--- src/rtl/core/dmsp_pkg.sv ---
package dmsp_pkg;

   // Magnitude width of the speed numerator: |delta| <= 2^32, times 1152000 < 2^21.
   localparam int unsigned NUM_W = 53;

   // 4.5 cm circumference in thousandths, scaled to Q8.8: 4500 * 256.
   localparam logic [21:0] CIRC_MILLI_Q8 = 22'd1152000;

   localparam int NEAR_COUNTS = 500;

   // Shared multiplier operand and product widths.
   localparam int unsigned MUL_A_W = 49;
   localparam int unsigned MUL_B_W = 22;
   localparam int unsigned PROD_W  = 64;

   typedef enum logic [3:0] {
      REG_TARGET_SPEED    = 4'd0,
      REG_TARGET_POSITION = 4'd1,
      REG_SPEED_KP        = 4'd2,
      REG_SPEED_KD        = 4'd3,
      REG_POS_KP          = 4'd4,
      REG_POS_KI          = 4'd5,
      REG_POS_KD          = 4'd6,
      REG_MAX_DRIVE       = 4'd7
   } reg_index_type;

   typedef struct packed {
      logic [15:0] target_speed;
      logic [31:0] target_position;
      logic [15:0] speed_kp;
      logic [15:0] speed_kd;
      logic [15:0] pos_kp;
      logic [15:0] pos_ki;
      logic [15:0] pos_kd;
      logic [7:0]  max_drive;
   } cfg_type;

endpackage

--- src/rtl/core/dmsp_mul.sv ---
module dmsp_mul (
   input  logic                                 clock,
   input  logic signed [dmsp_pkg::MUL_A_W-1:0] mul_a,
   input  logic signed [dmsp_pkg::MUL_B_W-1:0] mul_b,
   output logic signed [dmsp_pkg::PROD_W-1:0]  prod
);

   localparam int unsigned FULL_W = dmsp_pkg::MUL_A_W + dmsp_pkg::MUL_B_W;

   logic signed [FULL_W-1:0]           full;
   logic signed [dmsp_pkg::PROD_W-1:0] prod_ff;

   // Every product the sequencer asks for fits in the low PROD_W bits.
   assign full = FULL_W'(mul_a) * FULL_W'(mul_b);
   assign prod = prod_ff;

   always_ff @(posedge clock) begin
      prod_ff <= $signed(full[dmsp_pkg::PROD_W-1:0]);
   end

endmodule

--- config.mk ---
export PLATFORM = sky130hd
export DESIGN_NAME = dmsp_mul
export DESIGN_NICKNAME = d
export VERILOG_FILES = /design/src/rtl/core/dmsp_pkg.sv /design/src/rtl/core/dmsp_mul.sv
export SDC_FILE = /design/constraint.sdc
export NUM_CORES = 2
export LEC_CHECK = 0
export BUFFER_PORTS_ARGS = -buffer_cell sky130_fd_sc_hd__clkbuf_2
export CAP_MARGIN = 20
export CELL_PAD_IN_SITES_DETAIL_PLACEMENT = 0
export CELL_PAD_IN_SITES_GLOBAL_PLACEMENT = 1
export CORE_MARGIN = 2
export CORE_UTILIZATION = 50
export CTS_BUF_LIST = sky130_fd_sc_hd__clkbuf_8
export DETAILED_ROUTE_END_ITERATION = 8
export PLACE_DENSITY = 0.91
export SLEW_MARGIN = 25
export SYNTH_ARGS = -nofsm -noshare
export SYNTH_HDL_FRONTEND = slang
export SYNTH_SLANG_ARGS = --single-unit
--- constraint.sdc ---
create_clock -name clock -period 15 [get_ports clock]
set_input_delay 3 -clock clock [delete_from_list [all_inputs] [get_ports clock]]
set_output_delay 3 -clock clock [all_outputs]
set_load 0.01 [all_outputs]
* Yosys cells after proc, flatten, opt, wreduce, memory -nomap -nowiden
Cells that the tools add are included.
** Operators by class
- Shift operators :: 0
- Reductions and logical operators :: 0
- Equal/unequal tests :: 0
- Mux-type cells :: 0
- Div/mod/pow operators :: 0
- Bitwise operators :: 0
- Add/subtract/negate cells :: 0
- Multipliers :: 1
- $lt $le $gt $ge :: 0
** Operator list (count)
- $mul A49 B22 Y64 :: 1
** Storage, ports and cells
- Memories kept :: 0
- Word-level logic and storage cells :: 2
- Latch bits :: 0
- Memory bits (writable) :: 0
- Output and inout bits :: 64
- ROM bits :: 0
- Input bits :: 72
- Bits in registers :: 64

* Longest topological paths before layout
- Word-level depth :: 1
- Depth in mapped cells :: 28
- Depth with buffers taken out :: 26

* Least setup slack after synthesis
No wires, ideal clock.
- Kind :: input to register
- Start :: in mul_b[13] in the netlist's numbering
- End :: reg prod_ff (netlist bit prod[60])
- Path slack :: 5.349 ns
- Library setup time :: 0.120 ns
- Path buffers :: 3
- Arrival :: 9.531 ns
- Cell stages on the path :: 26
- Required time :: 14.880 ns
- Path through :: clkbuf_1 clkbuf_1 clkbuf_1 nand2_1 fa_1 inv_1 fa_1 fa_1 fa_1 fa_1 fa_1 inv_1 fa_1 inv_1 ha_1 nand3_1 a211oi_1 o22ai_1 nand2b_1 o211ai_2 a21oi_2 o21ai_2 o31a_1 o31a_1 and3_1 a211o_1
** On the way
- Word-level cells in the longest chain between the ends :: 1
** Ends and longest elaborated chain
- start: declaration :: line dmsp_mul.sv:4 : input logic signed [dmsp_pkg::MUL_B_W-1:0] mul_b,
- $mul A49 B22 Y64 :: line dmsp_mul.sv:14 : assign full = FULL_W'(mul_a) * FULL_W'(mul_b);
- named net full[60] :: line dmsp_mul.sv:10 : logic signed [FULL_W-1:0] full;
- end signal: assignment :: line dmsp_mul.sv:18 : prod_ff <= $signed(full[dmsp_pkg::PROD_W-1:0]);
- end: declaration :: line dmsp_mul.sv:11 : logic signed [dmsp_pkg::PROD_W-1:0] prod_ff;
The timed path passes the listed nets, and every way through them passes these cells.

* Worst setup path after layout
- Start :: in mul_b[15] in the netlist's numbering
- End :: reg prod_ff (netlist bit prod[63])
The elaborated chain is that of the path after synthesis.

==> results.json <==
{
  "status": "finished clean",
  "rows": 96,
  "synth_top_family_by_area": "adder cells",
  "grt_usage_pct": 27.7,
  "grt_pass1_vias": 27466,
  "hpwl_microns": 71700,
  "worstSetupStartpointType": "input port",
  "cpMostUsedCell": "fa_1",
  "drc": 0,
  "synthSimpleGateAreaFrac_pct": 15.6,
  "fin_crit_ns": 10.97,
  "wl_met2_microns": 44900,
  "ff_latch_area_sq_um": 1280,
  "fin_nets": 4965,
  "hold_path_startpoint": "mul_a[0]",
  "die_h_microns": 267,
  "die_w_microns": 267,
  "cp-startpoint": "mul_b[15]",
  "critPathKind": "input port to flop",
  "maxCapViolCount": 0,
  "synthFlopType": "dfxtp_1",
  "synth-xor-area-share_pct": 2.00,
  "crit_required_ns": 15.43,
  "max_stage_delay_ns": 0.61,
  "synth_adder_area_share_pct": 62.6,
  "vias": 25089,
  "relSlewSlack_pct": 37.8,
  "drv_slew": 0,
  "end_kind": "flop",
  "start_util_pct": 50.4,
  "initialDrtViolationCount": 1741,
  "die_area_sq_um": 71200,
  "route.met3.wl_microns": 7830,
  "drt-met1-wl_microns": 35400,
  "hold_viol": 0,
  "drt-pass1-iter-count": 8,
  "cts_buffers": 9,
  "crit_fanout": 33,
  "min_path_type": "input port to flop",
  "hold_end": "prod[0]",
  "multi_input_area_sq_um": 29000,
  "cts-resized-gates": 0,
  "fin_crit_sh_pct": 73.1,
  "grt_max_degree": 51,
  "worst_pin_slew_ns": 0.934,
  "routed_wl_microns": 92600,
  "synth_edf_count": 0,
  "largest_register_ffs": 64,
  "crit_arrival_ns": 11.40,
  "rsz0062_at_grt": "no",
  "yosysSeqAreaShare_pct": 3.71,
  "mappedNetlistNets": 5005,
  "clock_path_buffers": 2,
  "synthMuxAreaShare_pct": 0,
  "avgRoutedWirePerCell_microns": 20.0,
  "yosys_warnings": 0,
  "antenna_found_initial": 5,
  "clock_sinks": 64,
  "io_buffers": 135,
  "ios": 136,
  "synth.distinct_cells": 58,
  "top_layer": "met4",
  "clk_pin_slew_ns": 0.14,
  "synth_area_sq_um": 34500,
  "overflow": 0,
  "tns_ns": 0,
  "cts_tree": "done",
  "area_growth_pct": 4.00,
  "hold_path_depth": 2,
  "drive_above_1_share_pct": 5.22,
  "ctsHtreeMaxLevel": 3,
  "synth_compound_area_share_pct": 3.68,
  "cts_hold_buf": 0,
  "slowest_stage": "a221oi_1",
  "coreArea_sq_um": 68500,
  "place.gp.congestion": 0.905,
  "viasPerCell": 5.41,
  "nFillCells": 6284,
  "ys_ff_latch": 64,
  "synth.avg_cell_area_sq_um": 9.11,
  "ant_nets": 0,
  "post_cts_buffers": 0,
  "syn_inst": 3789,
  "grt_first_pass_wirelength_microns": 149000,
  "fmax_mhz": 91.2,
  "setup_viol": 0,
  "cts-root-buf": "clkbuf_8",
  "synth_async_sr_flop_share_pct": 0
}
layout make-up:
class	instances	share of cell area, %
clock buffers	9	0.345
well taps	882	3.07
multi-input cells	2583	80.6
repair buffers	158	2.36
flip-flops and latches	64	3.57
clock inverters	7	0.216
diodes	5	0.0349
inverters	933	9.75
layer usage:
layer  track usage [%]  vias to the layer above
li1                  -                    10653
met5                 0                        -
met4              11.9                        0
met2              46.3                     1177
met3              4.62                      234
met1              35.6                    13025
Yosys cell counts (3+ instances only):
| cell | n | area share [%] |
|---|---|---|
| a21oi_2 | 3 | 0.076 |
| nor2_1 | 36 | 0.39 |
| fa_1 | 970 | 56 |
| ha_1 | 174 | 6.3 |
| o21ai_2 | 3 | 0.076 |
| a211o_1 | 4 | 0.10 |
| nand2b_1 | 17 | 0.31 |
| and3_1 | 4 | 0.072 |
| o21bai_1 | 8 | 0.17 |
| o21ai_1 | 8 | 0.12 |
| xnor2_1 | 59 | 1.5 |
| nand3_1 | 14 | 0.20 |
| o21ai_0 | 20 | 0.29 |
| a21oi_1 | 51 | 0.74 |
| nor2b_1 | 37 | 0.67 |
| and2_1 | 297 | 5.4 |
| nor3_1 | 4 | 0.058 |
| nand4_1 | 11 | 0.20 |
| o21a_1 | 9 | 0.20 |
| dfxtp_1 | 64 | 3.7 |
| a211oi_1 | 7 | 0.15 |
| clkbuf_1 | 208 | 2.3 |
| o211ai_1 | 6 | 0.13 |
| a21o_1 | 36 | 0.78 |
| nand2_1 | 748 | 8.1 |
| xor2_1 | 20 | 0.51 |
| inv_1 | 933 | 10 |
how the worst max path moves through the flow:
stage	end	slack (ns)	cells past startpoint
CTS	prod[63]	4.07	27
global placement	prod[63]	3.62	27
global route	prod[63]	3.71	27
floorplan	prod[60]	5.35	26
finish	prod[63]	4.03	28
detailed placement	prod[63]	3.55	27
per-stage QoR:
step                setup WS (ns)  utilization [%]  instances  hold slack, ns  instance area [sq um]
detailed placement           3.55             52.1       4620            3.39                  35700
floorplan                    5.35                -       3789            3.13                  34500
global placement             3.62             52.1       4620            3.39                  35700
CTS                          4.07             52.4       4636            3.13                  35900
global route                 3.71             52.4       4639            3.18                  35900
finish                       4.03             52.4       4641            3.18                  35900
critical path, delay by kind of cell:
family | cells | cell delay, ns
adder cells (fa/ha/maj) | 8 | 3.80
AND/OR/NAND/NOR | 3 | 0.68
buffers and inverters | 8 | 1.47
XOR/XNOR | 1 | 0.13
AO/OA/AOI/OAI | 8 | 2.29
kinds of logic (layout without fill, tap and decap cells):
logic type,count (synthesis),after routing
buffers and inverters,1142,1107
other,0,5
flip-flops,64,64
adder cells (fa/ha/maj),1144,1144
XOR/XNOR,79,79
AO/OA/AOI/OAI,183,183
AND/OR/NAND/NOR,1177,1177
cell usage in the layout, fill, tap and decap left out, types with 3 or more instances in the layout:
master,n
o21bai_1,8
nand2_1,748
nand4_1,11
xnor2_1,59
clkbuf_2,135
o21ai_1,8
and2_1,297
nor2_1,36
nor2b_1,37
a21oi_1,51
inv_1,933
clkbuf_8,9
a21o_1,36
fa_1,970
inv_6,3
ha_1,174
diode_2,5
a21oi_2,3
nor3_1,4
nand2b_1,17
dfxtp_1,64
and3_1,4
o21a_1,9
buf_4,23
o211ai_1,6
o21ai_2,3
a211o_1,4
nand3_1,14
xor2_1,20
o21ai_0,20
a211oi_1,7
Power is not shown: default switching activity piles up to over one toggle a cycle in this logic, so the estimate is an artifact.
