==> src/rtl/core/dmsp_pkg.sv <==
package dmsp_pkg;

   // Magnitude width of the speed numerator: |delta| <= 2^32, times 1152000 < 2^21.
   localparam int unsigned NUM_W = 53;

   // 4.5 cm circumference in thousandths, scaled to Q8.8: 4500 * 256.
   localparam logic [21:0] CIRC_MILLI_Q8 = 22'd1152000;

   localparam int NEAR_COUNTS = 500;

   // Shared multiplier operand and product widths.
   localparam int unsigned MUL_A_W = 49;
   localparam int unsigned MUL_B_W = 22;
   localparam int unsigned PROD_W  = 64;

   typedef enum logic [3:0] {
      REG_TARGET_SPEED    = 4'd0,
      REG_TARGET_POSITION = 4'd1,
      REG_SPEED_KP        = 4'd2,
      REG_SPEED_KD        = 4'd3,
      REG_POS_KP          = 4'd4,
      REG_POS_KI          = 4'd5,
      REG_POS_KD          = 4'd6,
      REG_MAX_DRIVE       = 4'd7
   } reg_index_type;

   typedef struct packed {
      logic [15:0] target_speed;
      logic [31:0] target_position;
      logic [15:0] speed_kp;
      logic [15:0] speed_kd;
      logic [15:0] pos_kp;
      logic [15:0] pos_ki;
      logic [15:0] pos_kd;
      logic [7:0]  max_drive;
   } cfg_type;

endpackage

==> src/rtl/core/dmsp_csr.sv <==
module dmsp_csr (
   input  logic              clock,
   input  logic              reset,
   input  logic              csr_valid,
   output logic              csr_ready,
   input  logic [3:0]        csr_index,
   input  logic [31:0]       csr_wdata,
   output dmsp_pkg::cfg_type cfg
);

   dmsp_pkg::cfg_type cfg_ff;

   assign csr_ready = 1'b1;
   assign cfg       = cfg_ff;

   always_ff @(posedge clock) begin
      if (reset) begin
         cfg_ff.target_speed    <= 16'd3840;
         cfg_ff.target_position <= 32'd5000;
         cfg_ff.speed_kp        <= 16'd384;
         cfg_ff.speed_kd        <= 16'd13;
         cfg_ff.pos_kp          <= 16'd512;
         cfg_ff.pos_ki          <= 16'd5;
         cfg_ff.pos_kd          <= 16'd26;
         cfg_ff.max_drive       <= 8'd180;
      end else if (csr_valid && csr_ready) begin
         unique case (dmsp_pkg::reg_index_type'(csr_index))
            dmsp_pkg::REG_TARGET_SPEED:    cfg_ff.target_speed    <= csr_wdata[15:0];
            dmsp_pkg::REG_TARGET_POSITION: cfg_ff.target_position <= csr_wdata;
            dmsp_pkg::REG_SPEED_KP:        cfg_ff.speed_kp        <= csr_wdata[15:0];
            dmsp_pkg::REG_SPEED_KD:        cfg_ff.speed_kd        <= csr_wdata[15:0];
            dmsp_pkg::REG_POS_KP:          cfg_ff.pos_kp          <= csr_wdata[15:0];
            dmsp_pkg::REG_POS_KI:          cfg_ff.pos_ki          <= csr_wdata[15:0];
            dmsp_pkg::REG_POS_KD:          cfg_ff.pos_kd          <= csr_wdata[15:0];
            dmsp_pkg::REG_MAX_DRIVE:       cfg_ff.max_drive       <= csr_wdata[7:0];
            default: ;
         endcase
      end
   end

endmodule

==> config.mk <==
export PLATFORM = sky130hd
export DESIGN_NAME = dmsp_csr
export DESIGN_NICKNAME = d
export VERILOG_FILES = /design/src/rtl/core/dmsp_pkg.sv /design/src/rtl/core/dmsp_csr.sv
export SDC_FILE = /design/constraint.sdc
export NUM_CORES = 1
export LEC_CHECK = 0
export ABC_AREA = 0
export BUFFER_PORTS_ARGS = -buffer_cell sky130_fd_sc_hd__buf_2
export CAP_MARGIN = 20
export CORE_MARGIN = 1.5
export CORE_UTILIZATION = 45
export DETAILED_ROUTE_END_ITERATION = 16
export PLACE_DENSITY = 0.72
export SETUP_SLACK_MARGIN = 0.02
export SLEW_MARGIN = 20
export SYNTH_ARGS = -nofsm -noshare
export SYNTH_HDL_FRONTEND = slang
export SYNTH_SLANG_ARGS = --single-unit
==> constraint.sdc <==
create_clock -name clock -period 2.15 [get_ports clock]
set_input_delay 0.215 -clock clock [delete_from_list [all_inputs] [get_ports clock]]
set_output_delay 0.215 -clock clock [all_outputs]
set_load 0.05 [all_outputs]
**Word-level counts from Yosys, hierarchy flattened**

Index checks and enable logic that the tools add are counted.

- Flip-flop bits (word level): 136

- Equality and inequality tests: 7
- Reduce and logical (&&, ||, !) cells: 9

Operator list:

| kind | count |
|---|---|
| equality test 4 x 3 -> 1 bit (second input constant) | 4 |
| AND reduction 2 bit | 8 |
| equality test 4 x 2 -> 1 bit (second input constant) | 2 |
| equality test 4 x 1 -> 1 bit (second input constant) | 1 |
| logical NOT 4 bit | 1 |

**Longest topological paths before layout**

- Depth in word-level cells: 2
- Gate-level depth with buffers: 6
- Mapped depth without buffers: 3

**Worst setup path after synthesis**

Ideal clock, no wire load.

- Kind: input-to-reg
- Start: in csr_index[3]
- End: reg cfg_ff (netlist bit cfg[94])
- Arrival time: 1.269 ns
- Data required time: 2.078 ns
- Slack: 0.809 ns
- Stages on the path: 5
- Path through: or3b_4 nor3b_2 buf_6 buf_12 mux2i_1

- Cells in the longest elaborated chain, start to end: 2

RTL lines:

| item | line | text |
|---|---|---|
| start, declared | dmsp_csr.sv:6 | `input logic [3:0] csr_index,` |
| equality test 4 x 1 -> 1 bit | dmsp_csr.sv:27 | `unique case (dmsp_pkg::reg_index_type'(csr_index))` |
| AND reduction 2 bit (no source line) | -- |  |
| end, declared | dmsp_csr.sv:11 | `dmsp_pkg::cfg_type cfg_ff;` |

No other way between the ends.
A chain may end at the register's enable or synchronous reset.

**Final worst setup path**

- Start: in csr_index[3]
- End: reg cfg_ff (netlist bit cfg[108])

Same word-level chain as after synthesis.

==> impl_metrics.csv <==
group,metric,value,unit
placement,routabilityCongestion,0.812,
power_and_ir_drop,p_per_area,832,mW/mm2
critical_path,worstSetupPathType,"in2reg",
critical_path,cp_top_family,"simple AND/OR/NAND/NOR gates",
grt,grt_first_pass_wirelength,21600,um
grt,track_usage,22.0,%
power_and_ir_drop,ir_worst_vdd,419,uV
detailed_routing,first_pass_iters,5,
timing,timing.final.crit_share,59.5,%
power_and_ir_drop,leakage,0.00351,uW
final_layout,drive_gt1_share,32.3,%
final_layout,fin_nets,726,
timing,finalSetupViolCount,0,
critical_path,reg2reg_to,"cfg[75]$_SDFFE_PP0P_",
detailed_routing,avgViaCountPerCell,5.04,
power_and_ir_drop,seqPwrFrac,44.2,%
min_path,hp-start,"csr_wdata[23]",
power_and_ir_drop,combPwrFrac,7.6,%
cts,postCtsSetupRepairBufs,0,
critical_path,crit_start,"csr_index[3]",
final_layout,largest_reg_flops,136,
detailed_routing,final_antenna_net_count,0,
final_layout,area_growth,27.9,%
synth,yosysUniqueCellTypes,23,
critical_path,cp-end-kind,"register",
synth,muxShareOfSynthArea,22.3,%
power_and_ir_drop,p_int,4420,uW
cts,path_clk_slew,60,ps
cts,cts_buffers,17,
cts,clock_path_buffers,2,
min_path,hold_path_class,"in2reg",
placement,dp_slack,443,ps
critical_path,slowest_delay,490,ps
critical_path,cp.required,2490,ps
floorplanning,ioPinCount,176,
placement,hpwl,9750,um
synth,ys_seq_elements,136,
floorplanning,die_h,113,um
cts,post_cts_resized,0,
detailed_routing,routed_wl,14000,um
critical_path,worst_path_max_delay_cell,"or3b_4",
timing,finalMaxSlewViolations,0,
cts,clock_sinks,136,
timing,rsz0062_at_grt,"no",
synth,synth-simple-area-share,20.8,%
detailed_routing,wl_per_cell,16.5,um
critical_path,arrival,1620,ps
grt,grt-ovfl-total,0,
synth,synth_area,0.00547,mm2
min_path,min_to,"cfg[111]$_SDFFE_PP0P_",
timing,tns,0,ps
critical_path,worstPathMaxFanout,27,
timing,timing.slew.headroom,56.8,%
critical_path,r2r_start,"cfg[75]$_SDFFE_PP0P_",
synth,synth_top_family_by_area,"multiplexers",
timing,fmaxAchievable,781,MHz
timing,fin_skew,0,ps
final_layout,n_antenna_cell,0,
detailed_routing,drt_iter0_drc,204,
final_layout,fillerInstances,1094,
floorplanning,die_area,0.0128,mm2
detailed_routing,vias,4271,
timing,period_needed,1280,ps
grt,antenna_found_initial,0,
grt,grt_pass1_vias,4151,
outcome,status,"completed",
critical_path,crit_chain,"buf_2, or3b_4, nor3b_4, buf_12, mux2i_1",
synth,syn_area_per_cell,10.5,um2
critical_path,ff2ff_path_depth,2,
min_path,worstHoldPathCells,3,
critical_path,rrSetupSlack,1470,ps
floorplanning,start_util,45.9,%
synth,synth_nets,560,
synth,ys_seq_area_share,49.8,%
synth,syn_inst,521,
power_and_ir_drop,p_clk_share,48.2,%
timing,setup_slack,870,ps
synth,synth_xor_xnor_area_share,0,%
power_and_ir_drop,swShare,23.9,%
job,maxCapViolCount,0,
floorplanning,core,0.0119,mm2
power_and_ir_drop,p_switching,1390,uW
cts,htree_levels,4,
critical_path,critPathLaunchType,"input port",
floorplanning,die_x,113,um
critical_path,critPathBufInv,2,
cts,cts_hold_buf,0,
timing,finalHoldViolations,0,
floorplanning,num_rows,40,
timing,tightest_slew,646,ps
synth,synth_compound_area_share,2.56,%
synth,synth_fa_ha_area_share,0,%
grt,grt_max_degree,52,
synth,yosysWarnings,0,
cts,cts_tree,"yes",
detailed_routing,remaining_drc_errors,0,
placement,port_buffers,174,
cts,clock-root-buffer,"clkbuf_16",
cts,clk_latency,410,ps
==> tightest hold or removal path: stages <==
cell,delay (ps)
buf_2,90
nand2b_1,50
mux2i_1,60
==> stage by stage <==
stage	instance area [um2]	hold slack [ps]	total power, uW	utilization [%]	cells
6_report	6990	65.1	5810	58.7	847
2_1_floorplan	5470	363	2930	-	521
5_1_grt	6990	58.7	6010	58.7	847
3_5_place_dp	6420	460	3070	53.9	815
3_3_place_gp	6420	454	3060	53.9	815
4_1_cts	6990	49.6	5870	58.7	847
==> kinds of logic after synthesis <==
logic type / Yosys count
other: 1
and+or+nand+nor: 195
buffers and inverters: 39
AOI/OAI and AO/OA: 28
DFF: 136
muxes: 122
==> cell usage after synthesis <==
master	n	share of area, %
buf_6	4	0.82
or3b_4	1	0.21
nand3_2	1	0.18
nor3b_4	1	0.34
buf_2	5	0.46
nand2b_1	131	15
dfxtp_1	136	50
mux2i_1	122	22
conb_1	1	0.069
nand2_2	3	0.34
nand2_1	1	0.069
clkbuf_1	25	1.7
a21oi_1	14	1.3
nor3b_2	1	0.23
and3b_2	1	0.18
buf_12	3	1.1
and3_1	1	0.11
nand3b_1	1	0.14
nand3_1	15	1.4
o21ai_0	14	1.3
buf_4	2	0.27
nor2_1	37	2.5
nor2b_1	1	0.11
==> cell usage in the layout, fill, tap and decap left out, drive strengths merged, types with 2 or more instances in the layout <==
cell type  instances
buf              186
dfxtp            136
nand2b           131
mux2i            122
nor2              37
clkbuf            18
nand3             16
o21ai             14
a21oi             14
clkinv            10
nand2              4
nor3b              2
bufinv             2
clkinvlp           2
==> metal layers <==
metal,wire (um),GRT usage (%),up-vias
met4,221,8.08,0
met1,6380,28.2,2026
met3,1120,7.34,21
met5,0,0,-
met2,6270,34.5,162
li1,-,-,2062
==> power by group through the flow <==
stage / registers (uW) / clock network (uW) / logic (uW)
3_5_place_dp: 2630 / 0 / 442
3_3_place_gp: 2630 / 0 / 435
2_1_floorplan: 2740 / 0 / 191
5_1_grt: 2570 / 2960 / 469
6_report: 2570 / 2800 / 441
4_1_cts: 2570 / 2850 / 443
==> layout make-up <==
type	count	area, um2	area share [%]
Clock buffer	18	439	6.28
Clock inverter	14	133	1.90
Timing Repair Buffer	186	1000	14.3
Multi-Input combinational cell	346	2510	35.9
Sequential cell	136	2720	39.0
Tap cell	147	184	2.63
==> worst max path at each step <==
stage	slack, ps	cells past startpoint	endpoint
after floorplan	810	5	cfg[94]$_SDFFE_PP0P_
after global placement	500	5	cfg[93]$_SDFFE_PP0P_
after detailed placement	440	5	cfg[119]$_SDFFE_PP0P_
after CTS	860	1	cfg[75]
after global routing	810	5	cfg[107]$_SDFFE_PP0P_
final	870	5	cfg[108]$_SDFFE_PP0P_
(Power assumes the default switching activity.)
