$ cat config.mk
export PLATFORM = sky130hd
export DESIGN_NAME = dmsp_div
export DESIGN_NICKNAME = d
export VERILOG_FILES = /design/src/rtl/core/dmsp_div.sv
export SDC_FILE = /design/constraint.sdc
export NUM_CORES = 1
export LEC_CHECK = 0
export BUFFER_PORTS_ARGS = -buffer_cell sky130_fd_sc_hd__buf_2
export CAP_MARGIN = 20
export CORE_UTILIZATION = 50
export DETAILED_ROUTE_END_ITERATION = 8
export GPL_TIMING_DRIVEN = 0
export PLACE_DENSITY = 0.76
export REMOVE_ABC_BUFFERS = 1
export SYNTH_ARGS = -nofsm -noshare
export SYNTH_HDL_FRONTEND = slang
export SYNTH_SLANG_ARGS = --single-unit
$ cat constraint.sdc
create_clock -name clock -period 3.55 [get_ports clock]
set_clock_uncertainty 0.2 [all_clocks]
set_input_delay 0.355 -clock clock [delete_from_list [all_inputs] [get_ports clock]]
set_output_delay 0.355 -clock clock [all_outputs]
set_load 0.02 [all_outputs]
$ cat src/rtl/core/dmsp_div.sv
module dmsp_div #(
   parameter int unsigned NUM_W = 53,
   parameter int unsigned DEN_W = 26
) (
   input  logic             clock,
   input  logic             reset,
   input  logic             start,
   input  logic [NUM_W-1:0] dividend,
   input  logic [DEN_W-1:0] divisor,
   output logic [NUM_W-1:0] quotient,
   output logic             done
);

   localparam int unsigned CNT_W = $clog2(NUM_W + 1);

   logic [NUM_W-1:0] quo_ff, quo_in;
   logic [DEN_W-1:0] rem_ff, rem_in;
   logic [CNT_W-1:0] cnt_ff, cnt_in;
   logic             done_ff, done_in;
   logic [DEN_W:0]   trial;
   logic [DEN_W:0]   trial_diff;
   logic             fits;

   assign trial      = {rem_ff, quo_ff[NUM_W-1]};
   assign trial_diff = trial - {1'b0, divisor};
   assign fits       = trial >= {1'b0, divisor};
   assign quotient   = quo_ff;
   assign done       = done_ff;

   // Restoring division, one quotient bit per cycle; dividend shifts out as quotient shifts in.
   always_comb begin
      quo_in  = quo_ff;
      rem_in  = rem_ff;
      cnt_in  = cnt_ff;
      done_in = 1'b0;
      if (start) begin
         quo_in = dividend;
         rem_in = '0;
         cnt_in = CNT_W'(NUM_W);
      end else if (cnt_ff != '0) begin
         quo_in  = {quo_ff[NUM_W-2:0], fits};
         rem_in  = fits ? trial_diff[DEN_W-1:0] : trial[DEN_W-1:0];
         cnt_in  = cnt_ff - CNT_W'(1);
         done_in = (cnt_ff == CNT_W'(1));
      end
   end

   always_ff @(posedge clock) begin
      quo_ff <= quo_in;
      rem_ff <= rem_in;
      if (reset) begin
         cnt_ff  <= '0;
         done_ff <= 1'b0;
      end else begin
         cnt_ff  <= cnt_in;
         done_ff <= done_in;
      end
   end

endmodule

======== After elaboration in Yosys (flattened, before gate mapping) ========
Cells that the tools add are included.
storage, ports and cells
  latch bits .............................. 0
  bits in read-only memories .............. 0
  flip-flop bits (word level) ............. 86
  memories kept ........................... 0
  RAM bits ................................ 0
operators by class
  reduce and logical (&&, ||, !) cells .... 4
  equality and inequality tests ........... 1
  multiply operators ...................... 0
  muxes and demuxes ....................... 5
  bitwise operators ....................... 1
  magnitude comparators ................... 1
  $add $sub $neg .......................... 2
  shift-type cells ........................ 0
  divide/modulo/power cells ............... 0
operators with widths
  operator               count
  $mux W53               2
  $ge A27 B26 Y1         1
  $mux W26               1
  $sub A26 B26 Y26       1
  $mux W6                2
  $eq A6 B1 Y1 const B   1
  $reduce_bool A6 Y1     1
  $sub A6 B1 Y6 const B  1
  $reduce_or A3 Y1       1
  $reduce_bool A2 Y1     1
  $reduce_or A2 Y1       1
  $not A1 Y1             1

======== Depth between registers and ports, before layout ========
Gate-level depths: netlist of run 1.
  depth after elaboration ................. 3
  mapped depth ............................ 12

======== Worst setup path after synthesis of run 1 ========
No wires, ideal clock.
  kind .................................... flip-flop to flip-flop
  start point ............................. reg quo_ff[52], in the netlist quotient[52]
  end point ............................... reg rem_ff[22]
  clock period less this slack ............ 3,048 ps
  stages on the path, launching flop included .. 13
  data arrival time ....................... 2,763 ps
  data required time ...................... 3,264 ps
  buffers on the path ..................... 0
  slack ................................... 502 ps
  cells stage by stage .................... edfxtp_1 -> inv_1 -> ha_1 -> inv_1 -> fa_1 -> a211oi_1 -> o21ai_1 -> a32oi_1 -> a41oi_1 -> a221oi_1 -> xnor2_1 -> mux2i_1 -> a211oi_1
on the way
  cells in the longest elaborated chain, start to end .. 2
  elaborated cells on any way between the ends .. 3
  classes of those cells .................. add/sub (1); order compare (1); mux (1)
ends and longest elaborated chain
  item                                                       line    source
  from (decl)                                                16      logic [NUM_W-1:0] quo_ff, quo_in;
  from (signal assigned)                                     49      quo_ff <= quo_in;
  $sub A26 B26 Y26 / $ge A27 B26 Y1 (equally long branches)  25, 26
  $mux W26 *                                                 42      rem_in = fits ? trial_diff[DEN_W-1:0] : trial[DEN_W-1:0];
  to (signal assigned)                                       50      rem_ff <= rem_in;
  to (decl)                                                  17      logic [DEN_W-1:0] rem_ff, rem_in;
Mark *: on every way between the ends. The rest lies on a longest branch, timed or not.
A chain may end at the register's enable or synchronous reset.

======== Worst setup path after layout of run 1 ========
Same ends and word-level chain as after synthesis.

==> results by stage, run 1 <==
Layout:
- The fraction of final layout cells sized beyond drive strength 1 is 34.4%.
- The net count of the finished layout is 745.
- Cells fill roughly three fifths of the core in the end.
- The number of diodes is 0.
- The number of filler instances in the final layout is approximately 910.
- The layout-stage area growth over the synthesis result is 18.4%.
- The count of cells in the finished layout, fillers not included, comes to 775.

Worst setup path:
- Data on the critical path arrives at its endpoint at 3340 ps.
- The cell repeated most along the worst path is inv_1.
- The signal on the critical path passes through inv_1, ha_1, inv_1, fa_1, a211oi_2, o21ai_1, a32oi_2, a41oi_1, a221oi_1, xnor2_1, mux2i_1, a211oi_1.
- Of all nets on the critical path, the largest fanout is 4.
- The buffering stage count on the worst path with inverters included is 2.
- For the worst setup path, the data required time is 3620 ps.
- The critical path is of the reg -> reg type.
- The critical-path cell with the highest stage delay is fa_1.
- In this design, the stage delay of the slowest critical-path cell is approximately 430 ps.
- Among cell families on the critical path, the largest total delay comes from compound AO/OA/AOI/OAI gates.
- The critical path launch point type is a register.
- The kind of end point of the critical path is a register.

Clocking:
- The maximum clock path buffer count is 2.
- The tree built by TritonCTS fans out to 86 sinks.
- The clock-pin slew of the registers on the worst-case setup and hold paths is 90 ps.
- The clock latency at the later pin of the worst-skew pair is 360 ps.
- The CTS buffer count is 9.
- The clock root buffer is clkbuf_8.
- After clock tree synthesis, the flow added hold-fix buffers numbering 0.
- The number of H-tree levels is 3.
- TritonCTS built the clock tree.

STA:
- After layout, the minimum clock period comes to 3270 ps.
- The number of endpoints failing setup at the final stage is 0.
- The final-report max-slew violation count is 0.
- The final count of hold timing violations is 0.
- For the pin with the worst max-slew slack, the measured transition is between 1000 and 1500 ps.
- Setup repair after global routing left no endpoint under its margin.
- The normalized max-slew margin is 32.7%.
- The final period utilization is 92.1%.
- Derived from the worst setup path, the maximum achievable clock frequency is 0.306 GHz.

Pwr:
- The internal power of the cells is around 2.6 mW.
- The worst voltage drop across the vdd grid is 0.357 mV.
- The combinational share of power is 51.2%.
- The power spent charging and discharging nets is 1.87 mW.
- The areal power density over the cells is between 700 and 800 mW/mm^2.
- Per report_power, the sequential group accounts for 33.4% of the total.
- The clock network burns 15.5% of the power.
- The leakage power is 2.81 nW.
- The switching share of power is 41.5%.

Drt:
- For this run, the detailed router's first-pass iteration total came to 4.
- The wire length per cell after detailed routing is 15.7 um.
- Across all layers, the routed design uses 4312 vias.
- The count of nets left with antenna violations after detail routing is 0.
- The initial DRC count is 190.
- The total DRC errors in the routed layout is 0.
- The routed wire length is roughly 12000 um.
- Dividing the detail-routed via count by the number of cells gives 5.56.

Status:
- The flow ran to the end, and the final reports show no timing, DRC or antenna violations.

Synthesis:
- The Yosys step of the flow raised 0 warnings.
- After technology mapping, the gate count stands at 508.
- Counting flops and latches in the post-synthesis netlist gives between 80 and 90.
- After synthesis, the cell types taking the most area are edfxtp_1 (30%), dfxtp_1 (12%), mux2_2 (11%), ha_1 (6.6%), mux2i_1 (3.8%).
- By count the netlist is led by edfxtp_1 (53), mux2_2 (53), nor2_1 (42), inv_1 (38), dfxtp_1 (33).
- In the synthesized netlist the dominant register cell turns out to be edfxtp_1.
- The post-synthesis sequential area ratio is 42.6%.
- The synthesized design contains 53 enable-type register cells.
- Summed over all instances, the cell type with the most area after synthesis is edfxtp_1.
- The mapped netlist covers 0.00529 mm^2.
- Each instance of the synthesized netlist takes up on average 10.4 um^2.
- After synthesis, the share of flip-flops with an asynchronous set or reset is 0%.
- Of the post-synthesis cell area, the dominant cell type holds a little under a third.
- The number of distinct standard cells referenced by the synthesized netlist is 61.

Die:
- The width of the die is ~100 um.
- Row generation in the floorplan step produced 37 rows.
- From bottom edge to top edge, the die measures 105 um.
- The floorplan step defined a core boundary enclosing approximately 0.010 mm^2.
- The starting utilization of the core area is 51.4%.
- The die outline area is 0.0110 mm^2.
- The total I/O pin count is 136.

Placement:
- Once detailed placement completed, the half-perimeter wirelength came to 8940 um.
- Port buffering added 135 buffers.
- The congestion estimate from routability-driven global placement came to approximately 0.90.
- After detailed placement, the design holds a cell count of 758.

Global route:
- The total global-route track usage is 22.8%.
- The number of global-route vias before repair is 4377.
- The first global-routing pass estimated 20000 um of wire.
- The initial antenna violation count is 0.
- Summed over all layers, the global routing overflow is 0.
- Entering global routing, the biggest net connects 80 pins.

Worst hold path:
- The tightest min-delay check is of the in -> reg type.

Run:
- The number of maximum-capacitance constraint violations is 0.
## worst paths after layout
kind                                   start    endpoint  slack (ps)  cells past startpoint
worst max-delay path            quotient[52]  rem_ff[22]         280                     12
worst min-delay path                   reset   cnt_ff[0]          50                      2
worst max register to register  quotient[52]  rem_ff[22]         280                     12
worst min register to register     rem_ff[2]   rem_ff[2]         280                      2
## through the flow
stage               instance area (um^2)  setup TNS (ps)  setup slack (ps)  total power [mW]  hold slack (ps)
CTS                                 6240               0              81.7              4.48             27.1
finish                              6260               0               282              4.51             52.4
global route                        6260               0              55.4              4.83             48.0
detailed placement                  6040           -34.0             -34.0              3.77              276
global placement                    6020          -39950              -757              3.70              259
floorplan                           5170               0              35.8              3.22              224
## cell families after synthesis
logic type                 Yosys count  synth area share, %
AOI/OAI and AO/OA                  121                 16.1
xor gates and xnor gates            22                 3.64
adders and majority gates           29                 7.00
buffers and inverters               60                 4.90
DFF                                 86                 42.6
muxes                               73                 15.1
and+or+nand+nor                    117                 10.6
## worst register-to-register path, delay by kind of cell (launching register included)
| family | cells | cell delay, ps |
|---|---|---|
| AOI/OAI and AO/OA | 6 | 1600 |
| xor gates and xnor gates | 1 | 160 |
| adders and majority gates | 2 | 600 |
| buffers and inverters | 2 | 140 |
| DFF | 1 | 420 |
| muxes | 1 | 90 |
## final cells by class
cell class / count / area, um^2 / share of cell area, %
clock inverters: 6 / 68.8 / 1.10
well taps: 136 / 170 / 2.72
repair buffers: 136 / 698 / 11.2
clock buffers: 10 / 128 / 2.04
flip-flops and latches: 86 / 2250 / 36.0
multi-input cells: 363 / 2800 / 44.7
inverters: 38 / 143 / 2.28
## sequential cells by signal, indices dropped and copies added (netlist names)
signal    count
quotient     53
rem_ff       26
cnt_ff        6
done          1
## layer usage
layer | vias to the layer above | wire length, um | share of wire, % | global-route usage, %
met1 | 1984 | 5310 | 44 | 27.5
met4 | 0 | 296 | 2.4 | 7.75
met5 | - | 0 | 0 | 0
li1 | 2144 | - | - | -
met2 | 157 | 5690 | 47 | 38.8
met3 | 27 | 879 | 7.2 | 6.61
## cells in the final DEF, fill, tap and decap left out, drive strengths merged, types with 2 or more instances in the layout
cell type    n
a311oi       5
a21oi       32
clkbuf      10
a31oi        5
o31ai        5
mux2i       20
a211oi      20
o21ai       15
a21o         9
inv         40
or3          2
a41oi        2
nor4         4
nand3        5
and3         3
a21boi       2
buf        136
o211ai       2
nand4        6
mux2        53
nor3         5
nand2       31
clkinv       2
dfxtp       33
and4         2
a2111oi      2
edfxtp      53
nor2b        6
o21bai       6
nand2b       5
ha          28
a221oi       2
nor2        42
xor2         9
or4          2
o311ai       3
xnor2       13
o21a         4
## power by group through the flow
stage	combinational [mW]	clock [mW]	sequential [mW]
floorplan	1.60	0	1.61
global placement	2.18	0	1.51
detailed placement	2.24	0	1.53
CTS	2.26	0.716	1.51
global route	2.54	0.749	1.54
finish	2.31	0.697	1.51
## timing repair
action / in CTS / in global routing
setup buffers: 0 / 0
endpoints found under the setup margin: 0 / 2
gates resized for setup: 0 / 2
Note: power is estimated with default switching activity, not from simulation.
==> run 2: changes to the inputs <==
==> constraint.sdc (replaced) <==
create_clock -name clock -period 3.55 [get_ports clock]
set_clock_uncertainty 0.2 [all_clocks]
set_input_delay 0.71 -clock clock [delete_from_list [all_inputs] [get_ports clock]]
set_output_delay 0.71 -clock clock [all_outputs]
set_load 0.02 [all_outputs]
==> run 2 against run 1 <==
  * Cell count unchanged
  * Combinational power about the same
  * Power increased by 0.13%
  * Clock-buffer cell count unchanged
  * Sequential power about the same
  * Setup slack got worse by 80 ps
  * Sequential share of layout area unchanged
  * Critical endpoint is now quotient[0]
  * Clock power about the same
  * Cell area unchanged
  * Critical path depth decreased by 2
==> results by stage, run 2 (synthesized netlist as in run 1, its figures left out) <==
Status:
- Status: finished, final reports clean (unchanged).

Drt:
- The routed wire length is 12200 um (about the same).
- The initial DRC count is 187 (was 190).
- The average vias per placed instance is 5.55 (was 5.56).
- The total DRC errors in the routed layout is 0 (unchanged).
- The wire length per cell after detailed routing is 15.8 um (was 15.7 um).
- The total number of vias is 4305 (was 4312).
- The length of the first detailed-routing pass in iterations is 4 (unchanged).
- The count of nets left with antenna violations after detail routing came to 0 (unchanged).

Global route:
- The initial antenna violation count is 0 (unchanged).
- The total global-route track usage was 23.1% (was 22.8%).
- The first-pass GRT wire length is 20300 um (was 20000 um).
- The number of global-route vias before repair is 4413 (was 4377).
- The total global routing overflow is 0 (unchanged).
- The largest net degree at the start of global routing is 80 (unchanged).

STA:
- The maximum operating frequency is 0.299 GHz (was 0.306 GHz).
- The setup TNS is 0 ps (unchanged).
- The final count of hold timing violations came to 0 (unchanged).
- The final-layout worst hold slack was 283 ps (was 52.4 ps).
- The clock period minus final worst setup slack is 3350 ps (was 3270 ps).
- Setup repair after global routing missed its margin: false (unchanged).
- The final period utilization is 94.3% (was 92.1%).
- The smallest setup slack after layout is 201 ps (was 282 ps).
- The final-report max-slew violation count was 0 (unchanged).
- The number of endpoints failing setup at the final stage is 0 (unchanged).
- The normalized max-slew margin is 34.2% (was 32.7%).
- The measured slew at the worst slew-check pin is 986 ps (was 1010 ps).

Worst setup path:
- The delay contributed by the slowest stage of the critical path is 520 ps (was 430 ps).
- The critical path launch point type is an input port (was register).
- The flop-to-flop setup slack is 270 ps (was 280 ps).
- Cell-by-cell trace of the critical path: buf_2, inv_1, ha_1, and4_1, nor2b_4, a21boi_1, or4_4, o211ai_4, o21ai_2, mux2_2 (was inv_1, ha_1, inv_1, fa_1, a211oi_2, o21ai_1, a32oi_2, a41oi_1, a221oi_1, xnor2_1, mux2i_1, a211oi_1).
- The required time at the endpoint of the critical path is 3460 ps (was 3620 ps).
- The kind of end point of the critical path is a register (unchanged).
- The largest fanout on the critical path came to 13 (was 4).
- The arrival time of data at the critical path endpoint is 3260 ps (was 3340 ps).
- The category of the critical setup timing path was in -> reg (was reg -> reg).
- The family with the most delay on the worst path is simple AND/OR/NAND/NOR gates (was compound AO/OA/AOI/OAI gates).
- The buffering stage count on the worst path with inverters included is 2 (unchanged).
- The critical-path cell with the highest stage delay is or4_4 (was fa_1).

Pwr:
- The total power consumption of the routed design was 4.51 mW (about the same).
- The areal power density over the cells is 721 mW/mm^2 (was 720 mW/mm^2).
- The leakage power is 2.81 nW (unchanged).
- The worst voltage drop across the vdd grid was 0.357 mV (about the same).

Layout:
- The layout-stage area growth over the synthesis result is 18.4% (unchanged).
- The final instance area is 0.00626 mm^2 (unchanged).
- The number of diodes is 0 (unchanged).
- The final design utilization came to 60.9% (unchanged).
- The layout net count was 745 (unchanged).
- The fraction of final layout cells sized beyond drive strength 1 is 34.4% (unchanged).
- The flip-flop count of the largest register, all copies and words added is 53 (unchanged).
- Most frequent cells in the layout: buf_2 (134), mux2_2 (53), edfxtp_1 (53) (unchanged).
- The number of standard cells in the final layout excluding fillers is 775 (unchanged).
- The most common cell after layout, fill and taps aside is buf_2 (unchanged).

Clocking:
- The clock root buffer is clkbuf_8 (unchanged).
- The number of H-tree levels is 3 (unchanged).
- The clock-pin slew of the registers on the worst-case setup and hold paths came to 90 ps (about the same).
- The number of buffers inserted for hold repair after clock tree synthesis is 0 (unchanged).
- The buffers inserted during post-CTS setup optimization is 0 (unchanged).
- The CTS buffer count was 9 (unchanged).
- The clock net sink count is 86 (unchanged).
- The maximum clock path buffer count came to 2 (unchanged).
- The clock latency at the later pin of the worst-skew pair was 360 ps (about the same).
- The CTS tree is done (unchanged).

Die:
- The total I/O pin count is 136 (unchanged).
- The starting utilization of the core area came to 51.4% (unchanged).
- The width of the die is 105 um (unchanged).
- The floorplan die height came to 105 um (unchanged).
- The core area is 0.0103 mm^2 (unchanged).
- The die outline area came to 0.0110 mm^2 (unchanged).
- The count of standard-cell rows is 37 (unchanged).

Placement:
- The number of placed instances with taps included came to 758 (unchanged).
- The worst slack at placement is -389 ps (was -34.0 ps).
- The count of buffers from port buffering is 135 (unchanged).
- The total half-perimeter wirelength after legalization and detailed placement is 8940 um (unchanged).
- The standard cell area after detailed placement was 0.00604 mm^2 (unchanged).
- The weighted congestion reported at the end of routability-driven placement is 0.902 (unchanged).

Run:
- The number of maximum-capacitance constraint violations came to 0 (unchanged).

Worst hold path:
- The worst min-delay path category is reg -> reg (was in -> reg).
run 2: cell counts in the layout (fill, tap and decap cells not counted):
Identical to the previous run, type by type.
run 2: per-layer routing:
layer  GRT usage [%]  up-vias  share of wire [%]
met5               0        -                  0
met4            9.36        0                2.5
met3            6.36       28                7.9
met2            39.1      157                 47
met1            27.7     1975                 43
li1                -     2145                  -
run 2: tightest hold or removal path: cells and delay by family, from the launching register on:
family | cells | cell delay (ps)
simple gates | 1 | 60
flops | 1 | 330
compound gates | 1 | 50
run 2: cell type report:
type	count	area [um^2]
repair buffers	136	698
flip-flops and latches	86	2250
well taps	136	170
clock buffers	10	128
inverters	38	143
fillers	908	4020
multi-input cells	363	2800
clock inverters	6	68.8
run 2: where the power goes:
part / leakage, nW / total, mW / internal [mW] / switching [mW]
clock network: 0.0973 / 0.697 / 0.331 / 0.366
logic: 1.89 / 2.31 / 0.973 / 1.34
registers: 0.829 / 1.51 / 1.33 / 0.174
run 2: path summary, 6_finish.rpt:
check,start,to,depth (start not counted)
worst min-delay path,rem_ff[2],rem_ff[2],2
worst min register to register,rem_ff[2],rem_ff[2],2
worst max-delay path,divisor[13],quotient[0],10
worst max register to register,quotient[52],rem_ff[22],12
run 2: timing repair:
item	4_1_cts	5_1_grt
setup endpoints to repair	1	1
gates cloned	1	0
gates resized for setup	0	2
pin swaps	1	0
==> run 3: changes to the inputs <==
- BUFFER_PORTS_ARGS: -buffer_cell sky130_fd_sc_hd__buf_2 -> not set
- DONT_BUFFER_PORTS: not set -> 1
- PLACE_DENSITY: 0.76 -> not set
==> run 3 against run 2 <==
  * Setup slack worse by 41 ps
  * Hold slack got worse by 83 ps
  * Clock-buffer cell count decreased by 1
  * Combinational power fell by 13%
  * Cell area fell by 10%
  * Die area is the same
  * Largest power group unchanged
  * Utilization is 6.2 points lower
==> results by stage, run 3 (synthesized netlist as in run 1, its figures left out) <==
Layout:
- The layout-stage area growth over the synthesis result is 6.34% (was 18.4%).
- The flip-flop count of the largest register, all copies and words added came to 53 (unchanged).
- Most frequent cells in the layout: mux2_2 (53), edfxtp_1 (53), nor2_1 (42) (was buf_2 (134), mux2_2 (53), edfxtp_1 (53)).
- The layout net count is 610 (was 745).
- The number of diodes was 0 (unchanged).
- The fraction of final layout cells sized beyond drive strength 1 is 17.3% (was 34.4%).
- The number of filler instances in the final layout is 967 (was 908).
- The sequential standard cell area is 0.00225 mm^2 (unchanged).
- The final design utilization is 54.7% (was 60.9%).
- The multi-input gate area in the final layout is 0.00281 mm^2 (was 0.00280 mm^2).

Worst setup path:
- The critical path startpoint was quotient[52] (was divisor[13]).
- Cell-by-cell trace of the critical path: inv_1, ha_1, inv_1, fa_1, a211oi_2, o21ai_1, a32oi_2, a41oi_1, a221oi_2, xnor2_1, mux2i_1, a211oi_1 (was buf_2, inv_1, ha_1, and4_1, nor2b_4, a21boi_1, or4_4, o211ai_4, o21ai_2, mux2_2).
- The kind of end point of the critical path was a register (unchanged).
- The count of cell instances traversed by the critical path is 12 (was 10).
- The critical path launch point type was a register (was input port).
- The largest fanout on the critical path was 4 (was 13).
- The family with the most delay on the worst path is compound AO/OA/AOI/OAI gates (was simple AND/OR/NAND/NOR gates).
- The critical register-to-register path endpoint is rem_ff[22] (unchanged).
- The flop-to-flop setup slack is 160 ps (was 270 ps).
- The cell repeated most along the worst path is inv_1.
- The worst reg-to-reg path cell count was 12 (unchanged).
- The buffering stage count on the worst path with inverters included came to 2 (unchanged).
- The required time at the endpoint of the critical path is 3630 ps (was 3460 ps).
- The critical-path cell with the highest stage delay is edfxtp_1 (was or4_4).
- The arrival time of data at the critical path endpoint is 3470 ps (was 3260 ps).
- The category of the critical setup timing path is reg -> reg (was in -> reg).
- The delay contributed by the slowest stage of the critical path is 520 ps (about the same).
- The worst flop-to-flop path startpoint was quotient[52] (unchanged).

Die:
- The width of the die is 105 um (unchanged).
- The count of standard-cell rows was 37 (unchanged).
- The core area is 0.0103 mm^2 (unchanged).
- The die outline area is 0.0110 mm^2 (unchanged).
- The total I/O pin count was 136 (unchanged).
- The floorplan die height is 105 um (unchanged).
- The starting utilization of the core area is 51.4% (unchanged).

Placement:
- The weighted congestion reported at the end of routability-driven placement is 0.805 (was 0.902).
- The total half-perimeter wirelength after legalization and detailed placement is 7760 um (was 8940 um).
- The count of buffers from port buffering is 0 (was 135).

Drt:
- The total number of vias came to 3793 (was 4305).
- The length of the first detailed-routing pass in iterations is 4 (unchanged).
- The initial DRC count is 175 (was 187).
- The wire length per cell after detailed routing is 17.4 um (was 15.8 um).
- The average vias per placed instance is 5.93 (was 5.55).
- The count of nets left with antenna violations after detail routing is 0 (unchanged).
- The routed wire length is 11100 um (was 12200 um).
- The total DRC errors in the routed layout is 0 (unchanged).

STA:
- The clock period minus final worst setup slack is 3390 ps (was 3350 ps).
- The final-report max-slew violation count is 0 (unchanged).
- The setup TNS is 0 ps (unchanged).
- The normalized max-slew margin is 35.1% (was 34.2%).
- The final-layout worst hold slack is 200 ps (was 283 ps).
- The final period utilization was 95.5% (was 94.3%).
- The measured slew at the worst slew-check pin is 973 ps (was 986 ps).
- The maximum operating frequency is 0.295 GHz (was 0.299 GHz).
- The final count of hold timing violations came to 0 (unchanged).
- Setup repair after global routing missed its margin: true (was false).
- The number of endpoints failing setup at the final stage is 0 (unchanged).

Global route:
- The largest net degree at the start of global routing was 80 (unchanged).
- The total global routing overflow is 0 (unchanged).
- The total global-route track usage is 20.5% (was 23.1%).
- The first-pass GRT wire length is 17700 um (was 20300 um).
- The initial antenna violation count is 0 (unchanged).
- The number of global-route vias before repair is 3581 (was 4413).

Clocking:
- The clock net sink count is 86 (unchanged).
- The clock latency at the later pin of the worst-skew pair is 370 ps (was 360 ps).
- The number of buffers inserted for hold repair after clock tree synthesis is 0 (unchanged).
- The CTS buffer count came to 9 (unchanged).
- The number of H-tree levels is 3 (unchanged).
- The buffers inserted during post-CTS setup optimization came to 0 (unchanged).
- The clock root buffer was clkbuf_8 (unchanged).
- The maximum clock path buffer count is 2 (unchanged).
- The CTS tree was done (unchanged).
- The clock-pin slew of the registers on the worst-case setup and hold paths is 90 ps (about the same).

Pwr:
- The areal power density over the cells is 793 mW/mm^2 (was 721 mW/mm^2).
- The leakage power is 2.30 nW (was 2.81 nW).
- The switching share of power is 41.1% (was 41.6%).
- The share of power burned in registers is 37.0% (was 33.4%).
- The part of the power in the clock network is 17.7% (was 15.4%).
- The combinational share of power is 45.3% (was 51.2%).
- The internal power of the cells is 2.62 mW (was 2.64 mW).
- The power spent charging and discharging nets came to 1.83 mW (was 1.88 mW).
- The worst voltage drop across the vdd grid is 0.428 mV (was 0.357 mV).

Worst hold path:
- The destination of the worst hold path is cnt_ff[4] (was rem_ff[2]).
- The worst min-delay path category is in -> reg (was reg -> reg).
- The number of cells traversed by the worst hold path was 1 (was 2).
- The hold path startpoint is reset (was rem_ff[2]).

Run:
- The number of maximum-capacitance constraint violations is 0 (unchanged).

Status:
- Status: finished, final reports clean (unchanged).
run 3: cell types whose count changed in the layout (fill, tap and decap cells not counted), sizes merged:
cell / delta
bufinv: +1
buf: -135
inv: -1
clkbuf: -1
clkinvlp: -1
clkinv: +2
run 3: routing by layer:
| layer | vias up | wire [um] | part of all wire (%) | GRT usage [%] |
|---|---|---|---|---|
| li1 | 1874 | - | - | - |
| met1 | 1799 | 5190 | 47 | 27.1 |
| met2 | 107 | 5140 | 46 | 32.2 |
| met3 | 13 | 634 | 5.7 | 5.24 |
| met4 | 0 | 172 | 1.5 | 8.15 |
| met5 | - | 0 | 0 | 0 |
run 3: worst max-delay path by stage:
stage	end	slack, ps
after floorplan	quotient[0]	40
after global placement	quotient[2]	-830
after detailed placement	rem_ff[15]	-330
after CTS	rem_ff[22]	50
after global routing	rem_ff[22]	-120
final	rem_ff[22]	160
run 3: metrics by stage:
stage / setup WS, ps / area, um^2 / std cells / power (mW)
detailed placement: -330 / 5360 / 623 / 3.63
finish: 161 / 5620 / 640 / 4.46
CTS: 46.5 / 5610 / 639 / 4.46
floorplan: 35.8 / 5170 / 486 / 3.22
global placement: -834 / 5340 / 622 / 3.60
global route: -118 / 5620 / 640 / 4.78
run 3: repair_timing:
action / 4_1_cts / 5_1_grt
gates resized for setup: 2 / 1
endpoints found under the hold margin: 0 / 0
setup endpoints to repair: 1 / 6
pin swaps: 0 / 1
cloned: 0 / 1
run 3: layout make-up:
class | count | area share [%]
Sequential cell | 86 | 40.1
Clock inverter | 7 | 1.91
Inverter | 38 | 2.54
Multi-Input combinational cell | 363 | 49.9
Clock buffer | 9 | 2.20
Tap cell | 136 | 3.03
Timing Repair Buffer | 1 | 0.356
run 3: power groups by stage:
stage | sequential, mW | combinational, mW | clock, mW
after floorplan | 1.61 | 1.60 | 0
after global placement | 1.67 | 1.94 | 0
after detailed placement | 1.67 | 1.96 | 0
after CTS | 1.65 | 1.99 | 0.818
after global routing | 1.69 | 2.24 | 0.854
final | 1.65 | 2.02 | 0.790
run 3: worst reg2reg max path: stages, from the launching register on:
cell      delay [ps]
edfxtp_1         520
inv_1            100
ha_1             160
inv_1             50
fa_1             430
a211oi_2         280
o21ai_1          210
a32oi_2          290
a41oi_1          250
a221oi_2         310
xnor2_1          150
mux2i_1           90
a211oi_1         250
